<file path="src/design/cat_pkg.sv">
`default_nettype none

package cat_pkg;

    // Number of pending-segment cells in the row
    localparam int PENDING_SLOTS = 16;

    localparam int SEQ_W = 32;
    localparam int LEN_W = 16;

    // Command codes broadcast to every cell
    localparam logic [1:0] OP_NOP    = 2'd0;
    localparam logic [1:0] OP_INSERT = 2'd1;
    localparam logic [1:0] OP_WALK   = 2'd2;

    // Command broadcast from the sequencer to all cells
    typedef struct packed {
        logic [1:0]       op;
        logic [SEQ_W-1:0] key;
        logic [LEN_W-1:0] len;
        logic             no_dup;
    } cmd_t;

    // Data handed from one cell to its right-hand neighbor
    typedef struct packed {
        logic             any_hit;
        logic             all_busy;
        logic [LEN_W-1:0] hit_len;
    } chain_t;

endpackage

`default_nettype wire

</file>
<file path="src/design/cat_cell.sv">
`default_nettype none

module cat_cell
    import cat_pkg::*;
(
    input  wire logic aclk,
    input  wire logic aresetn,
    input  wire cmd_t cmd,
    input  wire chain_t chain_in,
    output chain_t    chain_out
);

    logic             valid_reg;
    logic             valid_next;
    logic [SEQ_W-1:0] start_reg;
    logic [SEQ_W-1:0] start_next;
    logic [LEN_W-1:0] length_reg;
    logic [LEN_W-1:0] length_next;
    logic             hit;
    logic             claim;

    // Compare the stored start against the broadcast key
    assign hit   = valid_reg && (start_reg == cmd.key);
    // First free cell from the left claims a new segment
    assign claim = !valid_reg && chain_in.all_busy;

    // Pass match and free-slot status on to the neighbor
    always_comb begin
        chain_out.any_hit  = chain_in.any_hit | hit;
        chain_out.all_busy = chain_in.all_busy & valid_reg;
        chain_out.hit_len  = chain_in.hit_len | (hit ? length_reg : {LEN_W{1'b0}});
    end

    // Insert overwrites a duplicate or fills the claimed cell; walk frees a hit
    always_comb begin
        valid_next  = valid_reg;
        start_next  = start_reg;
        length_next = length_reg;
        case (cmd.op)
            OP_INSERT: begin
                if (hit) begin
                    length_next = cmd.len;
                end else if (claim && cmd.no_dup) begin
                    valid_next  = 1'b1;
                    start_next  = cmd.key;
                    length_next = cmd.len;
                end
            end
            OP_WALK: begin
                if (hit) begin
                    valid_next = 1'b0;
                end
            end
            default: begin
            end
        endcase
    end

    always_ff @(posedge aclk) begin
        if (!aresetn) begin
            valid_reg <= 1'b0;
        end else begin
            valid_reg <= valid_next;
        end
    end

    always_ff @(posedge aclk) begin
        start_reg  <= start_next;
        length_reg <= length_next;
    end

endmodule

`default_nettype wire

</file>
<file path="src/design/cat_row.sv">
`default_nettype none

module cat_row
    import cat_pkg::*;
(
    input  wire logic aclk,
    input  wire logic aresetn,
    input  wire cmd_t cmd,
    output chain_t    row_status
);

    chain_t chain [0:PENDING_SLOTS];

    // Seed the left end: no hit yet, every cell so far busy
    always_comb begin
        chain[0].any_hit  = 1'b0;
        chain[0].all_busy = 1'b1;
        chain[0].hit_len  = {LEN_W{1'b0}};
    end

    genvar g;
    generate
        for (g = 0; g < PENDING_SLOTS; g++) begin : g_cell
            cat_cell u_cell (
                .aclk      (aclk),
                .aresetn   (aresetn),
                .cmd       (cmd),
                .chain_in  (chain[g]),
                .chain_out (chain[g+1])
            );
        end
    endgenerate

    assign row_status = chain[PENDING_SLOTS];

endmodule

`default_nettype wire

</file>
<file path="src/design/cumulative_ack_tracker.sv">
`default_nettype none

// Channel   Direction  Handshake           Word
// s_        in         s_valid / s_ready   action, seq_num, ack_num, payload_len
// m_        out        m_valid / m_ready   result_kind, ack_value, not_recorded
//
// An ack word goes from idle through the done state to the output register; a data word
// goes through insert, walk and done (insert skipped at zero length), the walk consuming
// 0..PENDING_SLOTS pending segments, one per cycle through the broadcast compare in the row.
// Reset (aresetn low, synchronous) frees all cells and clears the expected number.
// One word is in work at a time; s_ready is low until its result is in the
// output register, which may still hold an untaken result meanwhile.

module cumulative_ack_tracker
    import cat_pkg::*;
(
    input  wire logic             aclk,
    input  wire logic             aresetn,
    input  wire logic             s_valid,
    output logic                  s_ready,
    input  wire logic             s_action,
    input  wire logic [SEQ_W-1:0] s_seq_num,
    input  wire logic [SEQ_W-1:0] s_ack_num,
    input  wire logic [LEN_W-1:0] s_payload_len,
    output logic                  m_valid,
    input  wire logic             m_ready,
    output logic                  m_result_kind,
    output logic [SEQ_W-1:0]      m_ack_value,
    output logic                  m_not_recorded
);

    localparam logic [1:0] ST_IDLE   = 2'd0;
    localparam logic [1:0] ST_INSERT = 2'd1;
    localparam logic [1:0] ST_WALK   = 2'd2;
    localparam logic [1:0] ST_DONE   = 2'd3;

    logic [1:0]       state_reg;
    logic [1:0]       state_next;
    logic             kind_reg;
    logic             kind_next;
    logic [SEQ_W-1:0] key_reg;
    logic [SEQ_W-1:0] key_next;
    logic [LEN_W-1:0] len_reg;
    logic [LEN_W-1:0] len_next;
    logic             drop_reg;
    logic             drop_next;
    logic [SEQ_W-1:0] expected_reg;
    logic [SEQ_W-1:0] expected_next;
    logic             m_valid_reg;
    logic             m_valid_next;
    logic             m_kind_reg;
    logic             m_kind_next;
    logic [SEQ_W-1:0] m_value_reg;
    logic [SEQ_W-1:0] m_value_next;
    logic             m_drop_reg;
    logic             m_drop_next;
    cmd_t             cmd;
    chain_t           row_status;
    logic             out_free;

    cat_row u_row (
        .aclk       (aclk),
        .aresetn    (aresetn),
        .cmd        (cmd),
        .row_status (row_status)
    );

    assign s_ready        = (state_reg == ST_IDLE);
    assign m_valid        = m_valid_reg;
    assign m_result_kind  = m_kind_reg;
    assign m_ack_value    = m_value_reg;
    assign m_not_recorded = m_drop_reg;
    assign out_free       = !m_valid_reg || m_ready;

    // Drive the cell row: insert the word's segment, then walk on the expected number
    always_comb begin
        cmd.op     = OP_NOP;
        cmd.key    = key_reg;
        cmd.len    = len_reg;
        cmd.no_dup = !row_status.any_hit;
        case (state_reg)
            ST_INSERT: cmd.op = OP_INSERT;
            ST_WALK: begin
                cmd.op  = OP_WALK;
                cmd.key = expected_reg;
            end
            default: cmd.op = OP_NOP;
        endcase
    end

    // Sequence one word and load the output register when it is free
    always_comb begin
        state_next    = state_reg;
        kind_next     = kind_reg;
        key_next      = key_reg;
        len_next      = len_reg;
        drop_next     = drop_reg;
        expected_next = expected_reg;
        m_valid_next  = m_valid_reg;
        m_kind_next   = m_kind_reg;
        m_value_next  = m_value_reg;
        m_drop_next   = m_drop_reg;

        if (m_valid_reg && m_ready) begin
            m_valid_next = 1'b0;
        end

        case (state_reg)
            ST_IDLE: begin
                if (s_valid) begin
                    kind_next = s_action;
                    key_next  = s_action ? s_ack_num : s_seq_num;
                    len_next  = s_payload_len;
                    drop_next = 1'b0;
                    if (s_action) begin
                        state_next = ST_DONE;
                    end else if (s_payload_len != {LEN_W{1'b0}}) begin
                        state_next = ST_INSERT;
                    end else begin
                        state_next = ST_WALK;
                    end
                end
            end
            ST_INSERT: begin
                drop_next  = !row_status.any_hit && row_status.all_busy;
                state_next = ST_WALK;
            end
            ST_WALK: begin
                if (row_status.any_hit) begin
                    expected_next = expected_reg + {{(SEQ_W-LEN_W){1'b0}}, row_status.hit_len};
                end else begin
                    state_next = ST_DONE;
                end
            end
            ST_DONE: begin
                if (out_free) begin
                    m_valid_next = 1'b1;
                    m_kind_next  = kind_reg;
                    m_value_next = kind_reg ? key_reg : expected_reg;
                    m_drop_next  = kind_reg ? 1'b0 : drop_reg;
                    state_next   = ST_IDLE;
                end
            end
            default: state_next = ST_IDLE;
        endcase
    end

    always_ff @(posedge aclk) begin
        if (!aresetn) begin
            state_reg    <= ST_IDLE;
            expected_reg <= {SEQ_W{1'b0}};
            m_valid_reg  <= 1'b0;
        end else begin
            state_reg    <= state_next;
            expected_reg <= expected_next;
            m_valid_reg  <= m_valid_next;
        end
    end

    always_ff @(posedge aclk) begin
        kind_reg    <= kind_next;
        key_reg     <= key_next;
        len_reg     <= len_next;
        drop_reg    <= drop_next;
        m_kind_reg  <= m_kind_next;
        m_value_reg <= m_value_next;
        m_drop_reg  <= m_drop_next;
    end

`ifndef ASSERT_OFF
    // A new result word appears only after the done state
    a_load_from_done: assert property (@(posedge aclk) disable iff (!aresetn)
        (!m_valid_reg && m_valid_next) |-> (state_reg == ST_DONE))
        else $error("result loaded outside done state");

    // Each walk hit advances the expected number by the hit length
    a_walk_advance: assert property (@(posedge aclk) disable iff (!aresetn)
        (state_reg == ST_WALK && row_status.any_hit) |=>
        (expected_reg == $past(expected_reg)
            + {{(SEQ_W-LEN_W){1'b0}}, $past(row_status.hit_len)}))
        else $error("expected number did not advance by hit length");

    // Zero-length segments and ack words never reach the insert step
    a_insert_nonzero: assert property (@(posedge aclk) disable iff (!aresetn)
        (state_reg == ST_INSERT) |-> (len_reg != {LEN_W{1'b0}} && !kind_reg))
        else $error("insert of zero-length or ack word");

    // A forwarded ack never carries the drop flag
    a_ack_no_drop: assert property (@(posedge aclk) disable iff (!aresetn)
        (m_valid_reg && m_kind_reg) |-> !m_drop_reg)
        else $error("forwarded ack flagged as dropped");
`endif

endmodule

`default_nettype wire
</file>
<file path="config.mk">
export PLATFORM = sky130hd
export DESIGN_NAME = cumulative_ack_tracker
export DESIGN_NICKNAME = d
export VERILOG_FILES = /design/src/design/cat_pkg.sv /design/src/design/cat_cell.sv /design/src/design/cat_row.sv /design/src/design/cumulative_ack_tracker.sv
export SDC_FILE = /design/constraint.sdc
export NUM_CORES = 1
export LEC_CHECK = 0
export BUFFER_PORTS_ARGS = -buffer_cell sky130_fd_sc_hd__buf_2
export CAP_MARGIN = 10
export CORE_MARGIN = 3
export CORE_UTILIZATION = 54
export CTS_BUF_LIST = sky130_fd_sc_hd__clkbuf_4
export DETAILED_ROUTE_END_ITERATION = 8
export PLACE_DENSITY_LB_ADDON = 0.08
export SLEW_MARGIN = 20
export SYNTH_ARGS = -nofsm -noshare
export SYNTH_HDL_FRONTEND = slang
export SYNTH_SLANG_ARGS = --single-unit
</file>
<file path="constraint.sdc">
create_clock -name aclk -period 10.9 [get_ports aclk]
set_clock_uncertainty 0.05 [all_clocks]
set_input_delay 2.18 -clock aclk [delete_from_list [all_inputs] [get_ports aclk]]
set_output_delay 2.18 -clock aclk [all_outputs]
set_load 0.02 [all_outputs]
</file>
== Yosys cells after proc, flatten, opt, wreduce, memory -nomap -nowiden ==
Cells that the tools add are included.
Widths: inputs -> output; s select.

* Register bits after elaboration: 903
* Input bits: 85
* Output and inout bits: 36
* Word-level logic and storage cells: 460

* Add/subtract/negate cells: 1
* Equal/unequal tests: 72
* Muxes and demuxes: 127
* Bitwise logic cells: 61
* Reductions and logical operators: 141

{| class="wikitable"
|+ Operators with widths
! operator !! number
|-
| $mux 16 || 48
|-
| $eq 32x32->1 || 16
|-
| $or 16x16->16 || 15
|-
| $ne 2x2->1 const B || 51
|-
| $mux 32 || 3
|-
| $reduce_and 4->1 || 16
|-
| $mux 1 || 52
|-
| $reduce_and 3->1 || 17
|-
| $logic_and 1x1->1 || 49
|-
| $reduce_and 2->1 || 20
|-
| $reduce_bool 2->1 || 18
|-
| $pmux 1 s2 || 17
|-
| $add 32x16->32 || 1
|-
| $logic_not 1->1 || 18
|-
| $not 1->1 || 16
|-
| $reduce_bool 16->1 || 1
|-
| $and 1x1->1 || 15
|-
| $or 1x1->1 || 15
|-
| $mux 2 || 5
|-
| $pmux 2 s4 || 1
|-
| $eq 2x2->1 const B || 3
|-
| $eq 2x1->1 const B || 2
|-
| $pmux 2 s2 || 1
|-
| $logic_not 2->1 || 1
|-
| $logic_or 1x1->1 || 1
|}

== Logic depth before layout (Yosys ltp) ==
* Depth in word-level cells: 24
* Gate-level depth with buffers: 27
* Gate-level depth less buffers: 22

== Cells and area by module ==
A second synthesis with hierarchy kept.

* Cell total of the unflattened synthesis: 2402
* Area total of the unflattened synthesis: 38349.3 sq um

{| class="wikitable"
|+ Modules (own cells, without submodules)
! module !! instances !! cells each !! area each (sq um) !! sequential area each (sq um)
|-
| cat_cell || 16 || 120 || 2020.7 || 1461.4
|-
| cumulative_ack_tracker || 1 || 480 || 6010.8 || 3223.1
|-
| cat_row || 1 || 2 || 7.5 || 0.0
|}

== Worst setup path before layout ==
No wires, ideal clock.

* Path type: register to register
* Start: register state_reg[0]
* End: register u_row.g_cell[7].u_cell.start_reg[0], enable pin
* Library setup time: 0.461 ns
* Arrival time: 5.245 ns
* Required time: 10.389 ns
* Slack: 5.144 ns
* Cell stages (with the launch flop): 18
* Buffers on the path: 5
* Clock period less this slack: 5.756 ns
* Path through: dfxtp_1 -> inv_1 -> ha_1 -> buf_6 -> buf_4 -> mux2i_1 -> buf_2 -> buf_4 -> inv_1 -> nand3_1 -> a2111oi_0 -> nand4_1 -> nor2_1 -> nor4_1 -> and4_1 -> nand2_1 -> clkbuf_1 -> nor3_1

{| class="wikitable"
|+ RTL lines
! item !! RTL line !! source
|-
| from (decl) || cumulative_ack_tracker.sv:37 || <nowiki>logic [1:0] state_reg;</nowiki>
|-
| from (signal assigned) || cumulative_ack_tracker.sv:154 || <nowiki>state_reg <= state_next;</nowiki>
|-
| to (signal assigned) || cat_cell.sv:68 || <nowiki>start_reg <= start_next;</nowiki>
|-
| to (decl) || cat_cell.sv:15 || <nowiki>logic [SEQ_W-1:0] start_reg;</nowiki>
|}

== Worst setup path after layout ==
* Start: register state_reg[0]
* End: register expected_reg[30]

* Cells in the longest elaborated chain, start to end: 21
* Elaborated cells on any way between the ends: 82
* Classes of those cells: add/sub: 1; eq/ne: 17; mux: 17; bitwise: 30; reduce/logical: 17

{| class="wikitable"
|+ RTL lines
! item !! RTL line !! source
|-
| $eq 2x2->1 * || cumulative_ack_tracker.sv:81, cumulative_ack_tracker.sv:108 ||
|-
| $mux 32 || cumulative_ack_tracker.sv:81 || <nowiki>case (state_reg)</nowiki>
|-
| $eq 32x32->1 || cat_cell.sv:23 || <nowiki>assign hit = valid_reg && (start_reg == cmd.key);</nowiki>
|-
| $logic_and 1x1->1 || cat_cell.sv:23 ||
|-
| $mux 16 || cat_cell.sv:31 || <nowiki>chain_out.hit_len = chain_in.hit_len | (hit ? length_reg : {LEN_W{1'b0}});</nowiki>
|-
| $or 16x16->16 (15 in a row) || cat_cell.sv:31 ||
|-
| $add 32x16->32 || cumulative_ack_tracker.sv:130 || <nowiki>expected_next = expected_reg + {{(SEQ_W-LEN_W){1'b0}}, row_status.hit_len};</nowiki>
|-
| to (signal assigned) || cumulative_ack_tracker.sv:151 || <nowiki>expected_reg <= {SEQ_W{1'b0}};</nowiki>
|-
| to (signal assigned) || cumulative_ack_tracker.sv:155 || <nowiki>expected_reg <= expected_next;</nowiki>
|-
| to (decl) || cumulative_ack_tracker.sv:47 || <nowiki>logic [SEQ_W-1:0] expected_reg;</nowiki>
|}

Mark *: on every way between the ends. The rest lies on a longest branch, timed or not.
A chain may end at the register's enable or synchronous reset.

==> results.py <==
metrics = {
    "setup_path": {
        "critPathMaxFanout": 28,
        "cp-end-kind": "flip-flop",
        "r2r_setup_slack_ps": 3340,
        "rr_endpoint": "expected_reg[30]",
        "r2r_cells": 23,
        "worst_ep_required_time_ps": 11820,
        "r2r_start": "state_reg[0]",
        "cp.arrival_ps": 8480,
        "worstSetupPathType": "flip-flop to flip-flop",
        "start_kind": "flip-flop",
    },
    "logic_synthesis": {
        "synthFlopType": "edfxtp_1",
        "synth.yosys.warnings": 0,
        "synth.ff_latch_count": 903,
        "ys_seq_area_frac": 0.676,
        "synth_edf_count": 852,
        "syn_inst": 2600,
        "synth_cell_types": 62,
        "async_reset_ff_frac": 0,
        "synth.avg_cell_area_um2": 15.1,
        "syn-num-nets": 2707,
        "syn_area_um2": 39400,
    },
    "floorplanning": {
        "row_count": 98,
        "ios": 121,
        "initial_core_util": 0.548,
        "core-area_um2": 71900,
        "die_x_um": 276,
        "fp.dieArea_um2": 76200,
        "dieHeight_um": 276,
    },
    "power": {
        "finalPower_mw": 10.7,
        "leakage_nw": 14.2,
        "irDropWorstVdd_mv": 0.151,
        "p_per_area_nw_per_um2": 239,
    },
    "global_routing": {
        "gr-usage-all-layers": 0.336,
        "grt_overflow": 0,
        "grt_max_degree": 37,
        "grt_pass1_vias": 26300,
        "antenna_found_initial": 7,
        "grt_pass1_wl_mm": 183,
    },
    "status": {
        "status": "finished, violations left",
        "violations": "DRC",
    },
    "timing": {
        "finalSetupViolCount": 0,
        "worst_slew_pin_slew_ps": 1260,
        "maxSlewHeadroom": 0.162,
        "setup_tns_ps": 0,
        "hold_viol": 0,
        "worst_slack_ps": 3340,
        "min_period_ps": 7560,
        "rsz0062_at_grt": "no",
        "maxClockFrequency_ghz": 0.132,
        "finalMaxSlewViolations": 0,
        "fin_crit_sh": 0.693,
    },
    "clocking": {
        "cts_tree": "built",
        "clkTransAtPathRegs_ps": 70,
        "cts-resized-gates": 0,
        "clk_latency_ps": 1080,
        "clock-root-buffer": "clkbuf_4",
        "htree_num_levels": 4,
        "cts_setup_buffers": 0,
        "cts_hold_buf": 0,
        "clock-sinks": 903,
        "cts_buffers": 222,
        "cts_max_path_buffers": 3,
    },
    "layout": {
        "largest_reg_flops": 512,
        "final_layout_size_suffix_gt1_frac": 0.232,
        "design_area_um2": 44600,
        "area_growth_pct": 13.2,
        "finalNetCount": 3052,
    },
    "routing": {
        "drtIter0Drc": 4118,
        "num_vias": 26800,
        "finalWirelength_mm": 130,
        "drtAntennaViolNets": 0,
        "viasPerCell": 6.58,
        "post_drt_wl_per_cell_um": 32.0,
        "firstDrtPassIters": 8,
        "drc": 1,
    },
    "job": {
        "maxCapViolCount": 0,
    },
    "worst_hold_path": {
        "hp-class": "flip-flop to flip-flop",
        "worstHoldStart": "expected_reg[18]",
        "whs_endpoint": "expected_reg[18]",
        "holdPathStages": 2,
    },
    "place": {
        "dpl.hpwl_mm": 76.8,
        "gp_congestion": 0.958,
        "preCtsSetupSlack_ps": 3450,
        "place_area_um2": 41600,
        "port_buffers": 120,
    },
}
worst max-delay path: stages, from the launching register on:
cell	delay, ps
dfxtp_1	340
inv_1	160
ha_4	670
buf_4	620
mux2i_4	310
buf_4	480
xnor2_1	160
nor4_1	360
nand4_1	230
nor3_4	610
buf_4	350
a22o_1	160
a221oi_1	40
nand4b_1	160
ha_1	210
fa_1	230
a21oi_1	110
o211ai_1	240
nand3_1	210
nand3_1	120
o211ai_1	200
o31ai_2	720
nor4b_1	400
mux2i_1	250
cell families (layout without fill, tap and decap cells):
logic type,after synthesis,after routing,share of synthesized area
flip-flops,903,903,0.676
AND/OR/NAND/NOR,644,644,0.0951
XOR/XNOR,523,523,0.116
AO/OA/AOI/OAI,249,249,0.0488
buffers and inverters,154,678,0.0205
multiplexers,105,105,0.0363
adder cells (fa/ha/maj),22,22,0.00718
other,0,3,0
final cells by class:
cell class              instances  area, µm²
repair buffers                225       1390
diodes                          3       7.51
inverters                      50        188
clock buffers                 326       2450
multi-input cells            1543      12300
clock inverters                77        503
fillers                      5483      27300
flip-flops and latches        903      26600
well taps                     950       1190
layout by cell type, fill, tap and decap left out, types with 9 or more instances in the layout:
cell type / count
o21ai_0: 21
edfxtp_1: 852
clkinv_2: 11
mux2i_4: 32
inv_1: 42
buf_2: 120
nand3_1: 60
buf_4: 105
nor3_2: 22
nand2b_1: 15
dfxtp_1: 51
a22oi_1: 36
nor3_4: 9
a2111oi_0: 15
o21a_1: 14
nor2_1: 48
xnor2_1: 517
a21oi_1: 26
ha_1: 20
and3_1: 9
nand4b_1: 10
nand3b_1: 24
clkinv_1: 57
mux2_2: 62
a22o_1: 47
nor4_1: 226
nor3_1: 37
clkbuf_4: 326
a221oi_1: 47
or3_1: 12
nand4_1: 71
mux2i_1: 11
nand2_1: 70
report_power, final:
group,switching [mW],internal [mW],total [mW]
sequential,0.144,4.29,4.43
combinational,2.41,0.917,3.33
clock,1.38,1.52,2.90
routing by layer:
metal | vias up | GRT usage | part of all wire
met5 | - | 0 | 0.00020
met1 | 13300 | 0.453 | 0.37
met4 | 4 | 0.168 | 0.052
li1 | 11000 | - | -
met2 | 2041 | 0.510 | 0.45
met3 | 480 | 0.0871 | 0.13
cells in the mapped netlist, types with 24 or more instances:
cell type | number | area, µm²
edfxtp_1 | 852 | 25600
xnor2_1 | 517 | 4530
nor4_1 | 227 | 1420
nand2_1 | 71 | 267
nand4_1 | 71 | 444
mux2_2 | 62 | 698
nand3_1 | 60 | 300
nor3_1 | 59 | 295
dfxtp_1 | 51 | 1020
clkbuf_1 | 50 | 188
nor2_1 | 50 | 188
inv_1 | 48 | 180
a221oi_1 | 47 | 412
a22o_1 | 47 | 412
a22oi_1 | 36 | 270
a21oi_1 | 28 | 140
mux2i_4 | 24 | 541
nand3b_1 | 24 | 180
metrics by stage:
| step | hold slack, ps | util | cells |
|---|---|---|---|
| floorplan | 374 | - | 2600 |
| global placement | 456 | 0.579 | 3671 |
| detailed placement | 476 | 0.579 | 3671 |
| CTS | 484 | 0.620 | 4074 |
| global route | 506 | 0.620 | 4075 |
| finish | 490 | 0.620 | 4077 |
how the worst max path moves through the flow:
stage | startpoint | to | slack [ps] | depth (start not counted)
floorplan | state_reg[0] | u_row.g_cell[7].u_cell.start_reg[0] | 5140 | 17
global placement | state_reg[0] | expected_reg[28] | 3190 | 23
detailed placement | state_reg[0] | expected_reg[30] | 3450 | 23
CTS | state_reg[0] | expected_reg[30] | 3410 | 23
global route | state_reg[0] | expected_reg[30] | 2980 | 23
finish | state_reg[0] | expected_reg[30] | 3340 | 23
(Power assumes the default switching activity.)
